**config.mk**
```make
export PLATFORM = sky130hd
export DESIGN_NAME = string_escape_decoder_utf16
export DESIGN_NICKNAME = d
export VERILOG_FILES = /design/src/sv/sed_pkg.sv /design/src/sv/sed_step.sv /design/src/sv/sed_outq.sv /design/src/sv/string_escape_decoder_utf16.sv
export SDC_FILE = /design/constraint.sdc
export NUM_CORES = 1
export LEC_CHECK = 0
export BUFFER_PORTS_ARGS = -buffer_cell sky130_fd_sc_hd__buf_2
export CAP_MARGIN = 10
export CORE_ASPECT_RATIO = 0.8
export CORE_UTILIZATION = 40
export CTS_BUF_LIST = sky130_fd_sc_hd__clkbuf_4 sky130_fd_sc_hd__clkbuf_8
export CTS_CLUSTER_DIAMETER = 80
export DETAILED_ROUTE_END_ITERATION = 6
export HOLD_SLACK_MARGIN = 0.1
export SLEW_MARGIN = 10
export SYNTH_ARGS = -nofsm -noshare
export SYNTH_HDL_FRONTEND = slang
export SYNTH_SLANG_ARGS = --single-unit
export TNS_END_PERCENT = 30
```
**constraint.sdc**
```tcl
create_clock -name clk -period 5.7 [get_ports clk]
set_input_delay 1.14 -clock clk [delete_from_list [all_inputs] [get_ports clk]]
set_output_delay 1.14 -clock clk [all_outputs]
set_load 0.02 [all_outputs]
```
**src/sv/sed_pkg.sv**
```systemverilog
// types and constants shared by the string escape decoder modules
// no dependencies
`timescale 1ns / 1ps
`default_nettype none

package sed_pkg;

	typedef enum logic [2:0] {
		MODE_PLAIN = 3'd0,
		MODE_ESC   = 3'd1,
		MODE_CR    = 3'd2,
		MODE_XU    = 3'd3,
		MODE_FIXED = 3'd4,
		MODE_BRACE = 3'd5,
		MODE_SKIP  = 3'd6
	} mode_t;

	typedef struct packed {
		logic [15:0] code_unit;
		logic        end_of_text;
	} in_item_t;

	typedef struct packed {
		logic [15:0] decoded_unit;
		logic        unit_valid;
		logic        string_done;
	} out_item_t;

	typedef struct packed {
		mode_t       parse_mode;
		logic [2:0]  digits_left;
		logic        brace_seen_digit;
		logic [20:0] code_value;
	} parse_state_t;

	// results of one transaction, count says how many of res0/res1 are used
	typedef struct packed {
		out_item_t  res0;
		out_item_t  res1;
		logic [1:0] count;
	} step_res_t;

	localparam logic [15:0] CH_NUL       = 16'h0000;
	localparam logic [15:0] CH_TAB       = 16'h0009;
	localparam logic [15:0] CH_LF        = 16'h000A;
	localparam logic [15:0] CH_CR        = 16'h000D;
	localparam logic [15:0] CH_BACKSLASH = 16'h005C;
	localparam logic [15:0] CH_T         = 16'h0074;
	localparam logic [15:0] CH_U         = 16'h0075;
	localparam logic [15:0] CH_X         = 16'h0078;
	localparam logic [15:0] CH_LBRACE    = 16'h007B;
	localparam logic [15:0] CH_RBRACE    = 16'h007D;
	localparam logic [15:0] UNIT_ERR     = 16'hFFFD;
	localparam logic [15:0] HI_SURR      = 16'hD800;
	localparam logic [15:0] LO_SURR      = 16'hDC00;
	localparam logic [20:0] SUPP_BASE    = 21'h010000;
	localparam logic [24:0] CODE_MAX     = 25'h010FFFF;

	localparam logic [2:0]  DIGITS_X     = 3'd2;
	localparam logic [2:0]  DIGITS_U     = 3'd4;

	localparam parse_state_t STATE_RESET = '{
		parse_mode:       MODE_PLAIN,
		digits_left:      3'd0,
		brace_seen_digit: 1'b0,
		code_value:       21'd0
	};

endpackage

`default_nettype wire

```
**src/sv/sed_step.sv**
```systemverilog
// next-state and result logic for one code unit of the escape decoder
// depends on sed_pkg
`timescale 1ns / 1ps
`default_nettype none

module sed_step (
	input  wire sed_pkg::in_item_t     item,
	input  wire sed_pkg::parse_state_t state,
	output sed_pkg::parse_state_t      state_next,
	output sed_pkg::step_res_t         res
);

	function automatic logic [4:0] hex_digit(input logic [15:0] c);
		logic [4:0] r;
		r = 5'd0;
		if (c >= 16'h0030 && c <= 16'h0039) begin
			r = {1'b1, c[3:0]};
		end else if ((c >= 16'h0041 && c <= 16'h0046) || (c >= 16'h0061 && c <= 16'h0066)) begin
			r = {1'b1, c[3:0] + 4'd9};
		end
		return r;
	endfunction

	logic [15:0]          u;
	logic [4:0]           hex_r;
	logic                 hex_ok;
	logic [3:0]           hex_v;
	logic [24:0]          brace_v;
	logic [20:0]          fixed_v;
	logic [2:0]           fixed_left;
	logic                 do_plain;
	logic                 do_fixed;
	logic                 emit_unit;
	logic [15:0]          unit_x;
	logic                 emit_code;
	logic [20:0]          code_src;
	logic [20:0]          supp_w;
	logic                 pending;
	logic [15:0]          e0;
	logic [15:0]          e1;
	logic [1:0]           ne;
	sed_pkg::parse_state_t nxt;

	assign u          = item.code_unit;
	assign hex_r      = hex_digit(u);
	assign hex_ok     = hex_r[4];
	assign hex_v      = hex_r[3:0];
	assign brace_v    = {state.code_value, hex_v};
	assign fixed_v    = {state.code_value[16:0], hex_v};
	assign fixed_left = state.digits_left - 3'd1;
	assign supp_w     = code_src - sed_pkg::SUPP_BASE;

	// decode of the current unit
	always_comb begin
		nxt       = state;
		do_plain  = 1'b0;
		do_fixed  = 1'b0;
		emit_unit = 1'b0;
		unit_x    = sed_pkg::UNIT_ERR;
		emit_code = 1'b0;
		code_src  = state.code_value;
		case (state.parse_mode)
			sed_pkg::MODE_ESC: begin
				nxt.parse_mode = sed_pkg::MODE_PLAIN;
				if (u == sed_pkg::CH_NUL) begin
					nxt.parse_mode = sed_pkg::MODE_SKIP;
				end else if (u == sed_pkg::CH_BACKSLASH) begin
					emit_unit = 1'b1;
					unit_x    = sed_pkg::CH_BACKSLASH;
				end else if (u == sed_pkg::CH_CR) begin
					nxt.parse_mode = sed_pkg::MODE_CR;
				end else if (u == sed_pkg::CH_LF) begin
					nxt.parse_mode = sed_pkg::MODE_PLAIN;
				end else if (u == sed_pkg::CH_T) begin
					emit_unit = 1'b1;
					unit_x    = sed_pkg::CH_TAB;
				end else if (u == sed_pkg::CH_X || u == sed_pkg::CH_U) begin
					nxt.parse_mode       = sed_pkg::MODE_XU;
					nxt.digits_left      = (u == sed_pkg::CH_X) ? sed_pkg::DIGITS_X
										 : sed_pkg::DIGITS_U;
					nxt.code_value       = 21'd0;
					nxt.brace_seen_digit = 1'b0;
				end else begin
					emit_unit = 1'b1;
				end
			end
			sed_pkg::MODE_CR: begin
				nxt.parse_mode = sed_pkg::MODE_PLAIN;
				do_plain       = (u != sed_pkg::CH_LF);
			end
			sed_pkg::MODE_XU: begin
				if (u == sed_pkg::CH_LBRACE) begin
					nxt.parse_mode       = sed_pkg::MODE_BRACE;
					nxt.code_value       = 21'd0;
					nxt.brace_seen_digit = 1'b0;
				end else begin
					do_fixed = 1'b1;
				end
			end
			sed_pkg::MODE_FIXED: begin
				do_fixed = 1'b1;
			end
			sed_pkg::MODE_BRACE: begin
				if (state.brace_seen_digit && u == sed_pkg::CH_RBRACE) begin
					emit_code      = 1'b1;
					nxt.parse_mode = sed_pkg::MODE_PLAIN;
				end else if (!hex_ok || brace_v > sed_pkg::CODE_MAX) begin
					emit_unit      = 1'b1;
					nxt.parse_mode = sed_pkg::MODE_PLAIN;
				end else begin
					nxt.code_value       = brace_v[20:0];
					nxt.brace_seen_digit = 1'b1;
				end
			end
			sed_pkg::MODE_SKIP: begin
				nxt.parse_mode = sed_pkg::MODE_SKIP;
			end
			default: begin
				nxt.parse_mode = sed_pkg::MODE_PLAIN;
				do_plain       = 1'b1;
			end
		endcase

		if (do_fixed) begin
			if (!hex_ok) begin
				emit_unit      = 1'b1;
				nxt.parse_mode = sed_pkg::MODE_PLAIN;
			end else begin
				nxt.code_value  = fixed_v;
				nxt.digits_left = fixed_left;
				if (fixed_left == 3'd0) begin
					emit_code      = 1'b1;
					code_src       = fixed_v;
					nxt.parse_mode = sed_pkg::MODE_PLAIN;
				end else begin
					nxt.parse_mode = sed_pkg::MODE_FIXED;
				end
			end
		end

		if (do_plain) begin
			if (u == sed_pkg::CH_NUL) begin
				nxt.parse_mode = sed_pkg::MODE_SKIP;
			end else if (u == sed_pkg::CH_BACKSLASH) begin
				nxt.parse_mode = sed_pkg::MODE_ESC;
			end else begin
				emit_unit = 1'b1;
				unit_x    = u;
			end
		end
	end

	// result assembly and end of string
	always_comb begin
		e0 = 16'd0;
		e1 = 16'd0;
		ne = 2'd0;
		if (emit_code) begin
			if (code_src[20:16] == 5'd0) begin
				e0 = code_src[15:0];
				ne = 2'd1;
			end else begin
				e0 = sed_pkg::HI_SURR + {6'd0, supp_w[19:10]};
				e1 = sed_pkg::LO_SURR + {6'd0, supp_w[9:0]};
				ne = 2'd2;
			end
		end else if (emit_unit) begin
			e0 = unit_x;
			ne = 2'd1;
		end

		pending = nxt.parse_mode == sed_pkg::MODE_XU || nxt.parse_mode == sed_pkg::MODE_FIXED
			|| nxt.parse_mode == sed_pkg::MODE_BRACE;

		res.res0 = '{decoded_unit: e0, unit_valid: 1'b1, string_done: 1'b0};
		res.res1 = '{decoded_unit: e1, unit_valid: 1'b1, string_done: 1'b0};
		res.count = ne;
		state_next = nxt;

		if (item.end_of_text) begin
			state_next = sed_pkg::STATE_RESET;
			if (pending) begin
				// pending escapes never emit, so this is the only result
				res.res0.decoded_unit = sed_pkg::UNIT_ERR;
				res.res0.string_done  = 1'b1;
				res.count             = 2'd1;
			end else if (ne == 2'd0) begin
				res.res0   = '{decoded_unit: 16'd0, unit_valid: 1'b0, string_done: 1'b1};
				res.count  = 2'd1;
			end else if (ne == 2'd1) begin
				res.res0.string_done = 1'b1;
			end else begin
				res.res1.string_done = 1'b1;
			end
		end
	end

endmodule

`default_nettype wire

```
**src/sv/sed_outq.sv**
```systemverilog
// result queue of the escape decoder, takes up to two results per cycle
// depends on sed_pkg
`timescale 1ns / 1ps
`default_nettype none

module sed_outq #(
	parameter int DEPTH = 4
) (
	input  wire logic                clk,
	input  wire logic                arst_n,
	input  wire logic                push_en,
	input  wire sed_pkg::step_res_t  push,
	output logic                     space,
	output logic                     result_valid,
	input  wire logic                result_ready,
	output sed_pkg::out_item_t       result
);

	localparam int PTR_W = $clog2(DEPTH);
	localparam int CNT_W = $clog2(DEPTH + 1);

	sed_pkg::out_item_t mem [DEPTH];
	logic [PTR_W-1:0]   wr_ptr_q;
	logic [PTR_W-1:0]   rd_ptr_q;
	logic [CNT_W-1:0]   count_q;
	logic [1:0]         push_n;
	logic               pop;

	assign push_n       = push_en ? push.count : 2'd0;
	assign pop          = result_valid && result_ready;
	assign result_valid = count_q != '0;
	assign result       = mem[rd_ptr_q];
	assign space        = count_q <= CNT_W'(DEPTH - 2);

	always_ff @(posedge clk) begin
		if (push_n != 2'd0) begin
			mem[wr_ptr_q] <= push.res0;
		end
		if (push_n == 2'd2) begin
			mem[wr_ptr_q + PTR_W'(1)] <= push.res1;
		end
	end

	always_ff @(posedge clk or negedge arst_n) begin
		if (!arst_n) begin
			wr_ptr_q <= '0;
			rd_ptr_q <= '0;
			count_q  <= '0;
		end else begin
			wr_ptr_q <= wr_ptr_q + PTR_W'(push_n);
			rd_ptr_q <= rd_ptr_q + PTR_W'(pop);
			count_q  <= count_q + CNT_W'(push_n) - CNT_W'(pop);
		end
	end

	a_count_bound: assert property (@(posedge clk) disable iff (!arst_n)
		count_q <= CNT_W'(DEPTH))
		else $error("result queue count above depth");

	a_no_overflow: assert property (@(posedge clk) disable iff (!arst_n)
		push_n != 2'd0 |-> ({1'b0, count_q} + (CNT_W+1)'(push_n)) <= (CNT_W+1)'(DEPTH))
		else $error("result queue overflow");

	a_pop_only: assert property (@(posedge clk) disable iff (!arst_n)
		push_n == 2'd0 && pop |=> count_q == $past(count_q) - CNT_W'(1))
		else $error("result queue count not decremented");

endmodule

`default_nettype wire

```
**src/sv/string_escape_decoder_utf16.sv**
```systemverilog
// top level of the utf-16 string literal escape decoder
// depends on sed_pkg, sed_step and sed_outq
`timescale 1ns / 1ps
`default_nettype none

// Decodes a string literal one UTF-16 code unit per transaction: plain units pass through,
// backslash escapes (\\, \t, line continuation, \xHH, \uHHHH, \x{..}, \u{..}) are
// decoded, code points above 0xFFFF leave as a surrogate pair, errors give U+FFFD, and
// the last result of a string carries string_done. A transaction is registered, decoded
// combinationally and its zero, one or two results are written into a result queue of
// OUTQ_DEPTH entries (a power of two, at least 2), so an input passes the input register
// and then the result queue on its way to the first result. The input side takes one code
// unit per cycle as long as the queue has room for two results; sustained throughput is
// one code unit per cycle, limited only by the output side draining one result per cycle
// while result_ready is held, when surrogate pairs or end marks add results.
module string_escape_decoder_utf16 #(
	parameter int OUTQ_DEPTH = 4
) (
	input  wire logic               clk,
	input  wire logic               arst_n,
	input  wire logic               item_valid,
	output logic                    item_ready,
	input  wire sed_pkg::in_item_t  item,
	output logic                    result_valid,
	input  wire logic               result_ready,
	output sed_pkg::out_item_t      result
);

	logic                  valid_s1;
	sed_pkg::in_item_t     item_s1;
	sed_pkg::parse_state_t state_q;
	sed_pkg::parse_state_t state_next;
	sed_pkg::step_res_t    step_res;
	logic                  space;
	logic                  consume;

	assign consume    = valid_s1 && space;
	assign item_ready = !valid_s1 || consume;

	always_ff @(posedge clk or negedge arst_n) begin
		if (!arst_n) begin
			valid_s1 <= 1'b0;
		end else if (item_ready) begin
			valid_s1 <= item_valid;
		end
	end

	always_ff @(posedge clk) begin
		if (item_ready && item_valid) begin
			item_s1 <= item;
		end
	end

	always_ff @(posedge clk or negedge arst_n) begin
		if (!arst_n) begin
			state_q <= sed_pkg::STATE_RESET;
		end else if (consume) begin
			state_q <= state_next;
		end
	end

	sed_step u_step (
		.item       (item_s1),
		.state      (state_q),
		.state_next (state_next),
		.res        (step_res)
	);

	sed_outq #(
		.DEPTH (OUTQ_DEPTH)
	) u_outq (
		.clk          (clk),
		.arst_n       (arst_n),
		.push_en      (consume),
		.push         (step_res),
		.space        (space),
		.result_valid (result_valid),
		.result_ready (result_ready),
		.result       (result)
	);

	a_bare_mark_done: assert property (@(posedge clk) disable iff (!arst_n)
		result_valid && !result.unit_valid |-> result.string_done)
		else $error("bare end mark without string_done");

	a_last_gives_result: assert property (@(posedge clk) disable iff (!arst_n)
		consume && item_s1.end_of_text |-> step_res.count != 2'd0)
		else $error("final code unit produced no result");

	a_last_resets_state: assert property (@(posedge clk) disable iff (!arst_n)
		consume && item_s1.end_of_text |=>
			state_q.parse_mode == sed_pkg::MODE_PLAIN && state_q.code_value == 21'd0)
		else $error("parse state not reset after end of string");

endmodule

`default_nettype wire
```
==> out/qor.yml <==
worst_setup_path:
  timing.rr.start: "item_s1[2]"
  critPathRequiredTime_ns: 5.78
  worstSetupStartpointType: "flip-flop"
  worst_ep_arrival_time_ns: 5.35
  worstSetupPathType: "reg -> reg"
  critPathCaptureType: "flip-flop"
  worst-r2r-cell-count: 15
  startpoint: "item_s1[2]"
  worstPathMaxFanout: 16
synth:
  yosys_warnings: 0
  synth_top_area_cell: "edfxtp_1"
  synth_area_leaders: "edfxtp_1, dfrtp_1, mux4_2"
  yosysUniqueCellTypes: 84
  synthFlopType: "edfxtp_1"
  syn-instance-count: 684
  syn-num-nets: 719
  syn_area_sq_um: 7370
  yosysSeqAreaShare_pct: 47.4
  ys_seq_elements: 125
  synth_edf_count: 81
  synth.avg_cell_area_sq_um: 10.8
  synth.top_cell.area_share_pct: 33.0
  async_reset_ff_share_pct: 28.8
grt:
  grt.total_usage_pct: 23.1
  grt_pass1_vias: 5594
  grt_overflow_total: 0
  grt_max_degree: 38
  antenna_found_initial: 0
  grt_pass1_wl_mm: 32.7
timing:
  finalSetupViolations: 0
  slew_violations: 0
  maxSlewHeadroom_pct: 30.7
  fin_setup_tns_ns: 0
  fmax_mhz: 190
  hold_viol: 0
  skew_ns: 0.0107
  worst_pin_slew_ns: 1.04
  fin_crit_sh_pct: 92.4
  layout_min_cycle_time_ns: 5.27
  rsz0062_at_grt: "false"
clocking:
  h-tree-depth: 4
  cts.clk_slew.worst_paths_ns: 0.07
  insertion_delay_ns: 0.45
  cts_buffer_depth: 2
  cts_resized: 0
  cts_setup_buffers: 0
  hold_buffers: 0
  cts_tree: "built"
  cts_buffers: 17
  cts_root_buf: "clkbuf_8"
  clock_sinks: 125
run:
  cap_violations: 0
cells_and_area:
  layout_common_cells: "edfxtp_1, nand2_1, nor2_1, buf_2, dfrtp_1"
  drive_gt1_share_pct: 19.8
  nNetsFinal: 751
  final_core_util_pct: 45.1
  stdcell_area_sq_um: 8170
  fillers: 1683
  area_growth_pct: 10.8
  final_cells: 959
  final_common_cell: "edfxtp_1"
  n_antenna_cell: 0
place:
  numPortBuffers: 40
  placed_area_sq_um: 7760
  dp_hpwl_mm: 15.6
  place_inst: 927
  gp_congestion: 0.938
routing:
  drtIter0Drc: 766
  drtPass1Iterations: 7
  wl_per_cell_um: 22.2
  num_vias: 6099
  ant_nets: 0
  wl_mm: 21.3
  drc: 0
  vias_per_cell: 6.36
power:
  p_leak_nw: 3.19
  pwr-share-clk_pct: 25.3
  power.switching_mw: 1.21
  peakVddDrop_uv: 163
  p_int_mw: 2.01
  p_comb_share_pct: 33.4
  seq_power_share_pct: 41.3
  swShare_pct: 37.5
  power.density_nw_per_um2: 394
die:
  coreArea_sq_um: 18100
  num_io_pins: 41
  fp.dieH_um: 123
  die_width_um: 154
  die_area_sq_um: 19000
  initial_core_util_pct: 40.7
  rows: 44
min_path:
  min_from: "u_outq.count_q[2]"
  hp-class: "reg -> reg"
  worstHoldPathCells: 1
status:
  outcome: "completed"
-- per-layer routing --
layer	vias up	wire length [um]	global-route usage, %
met4	0	498	8.63
met5	-	0	0
met1	2990	9720	33.4
li1	2723	-	-
met2	333	8920	32.1
met3	53	2140	7.22
-- metrics by stage --
step	total power [mW]	worst slack (ns)	hold slack, ns
finish	3.22	0.433	0.494
global route	3.39	0.165	0.521
CTS	3.23	0.536	0.502
detailed placement	2.41	0.578	0.493
global placement	2.38	0.833	0.480
floorplan	2.05	0.977	0.460
-- final timing paths --
check,to,slack [ns]
setup reg to reg,u_outq.mem[1][0],0.43
hold / removal,u_outq.count_q[2],0.49
min in group asynchronous,valid_s1,0.80
setup / recovery,u_outq.mem[1][0],0.43
max in group asynchronous,state_q[12],4.35
hold reg to reg,u_outq.count_q[2],0.49
-- sequential cells by signal (all words and copies together) (netlist names) --
signal / cells
item_s1: 17
u_outq.wr_ptr_q: 2
u_outq.rd_ptr_q: 2
state_q: 28
valid_s1: 1
u_outq.mem: 72
u_outq.count_q: 3
-- power by group through the flow --
stage / clock [mW] / combinational, mW / sequential [mW]
final: 0.816 / 1.07 / 1.33
after detailed placement: 0 / 1.07 / 1.34
after floorplan: 0 / 0.803 / 1.25
after CTS: 0.830 / 1.07 / 1.33
after global placement: 0 / 1.05 / 1.33
after global routing: 0.874 / 1.17 / 1.35
-- worst max-delay path, cell delays in order (launching register included) --
cell       delay [ns]
edfxtp_1         0.50
inv_1            0.18
ha_1             0.33
nor4b_1          0.11
or3_1            0.38
a2111oi_2        0.53
o31ai_4          0.15
mux2i_1          0.16
ha_1             0.28
nand2b_1         0.13
nor3_1           0.06
buf_4            0.17
a2bb2oi_4        0.21
nor2_1           0.85
nor2_1           0.28
inv_1            0.57
-- Yosys cell counts (4+ instances only) --
| cell | n |
|---|---|
| clkbuf_1 | 20 |
| o21ai_0 | 25 |
| nand2b_1 | 9 |
| a22o_1 | 17 |
| inv_1 | 20 |
| o31ai_1 | 9 |
| nor3_1 | 18 |
| nand3_1 | 8 |
| or2_2 | 4 |
| nor4_1 | 7 |
| a22oi_1 | 28 |
| xnor2_1 | 4 |
| dfrtp_1 | 36 |
| or3_1 | 7 |
| a21oi_1 | 32 |
| o21ai_1 | 4 |
| nand2_2 | 4 |
| mux4_2 | 18 |
| buf_2 | 8 |
| a211oi_2 | 4 |
| or4_1 | 6 |
| a32oi_1 | 4 |
| xor2_1 | 5 |
| o22ai_1 | 13 |
| edfxtp_1 | 81 |
| and3_1 | 4 |
| dfxtp_1 | 8 |
| and2_1 | 8 |
| mux2_2 | 7 |
| o211ai_1 | 13 |
| nand2_1 | 76 |
| a31oi_1 | 6 |
| o221ai_1 | 4 |
| ha_1 | 13 |
| mux2i_1 | 16 |
| a31oi_2 | 4 |
| nor2_1 | 62 |
-- final cells by class --
| cell class | count | area [sq um] | share of cell area (%) |
|---|---|---|---|
| Tap cell | 230 | 288 | 3.52 |
| Clock inverter | 14 | 169 | 2.07 |
| Timing Repair Buffer | 48 | 260 | 3.19 |
| Sequential cell | 125 | 3490 | 42.8 |
| Inverter | 20 | 75.1 | 0.919 |
| Multi-Input combinational cell | 504 | 3640 | 44.6 |
| Clock buffer | 18 | 241 | 2.96 |
-- cell families after synthesis --
| logic type | synth area share [%] |
|---|---|
| AOI/OAI and AO/OA | 20.6 |
| adders and majority gates | 2.48 |
| buffers and inverters | 3.29 |
| and+or+nand+nor | 16.4 |
| xor gates and xnor gates | 1.07 |
| muxes | 8.74 |
| DFF | 47.4 |
(Power assumes the default switching activity.)
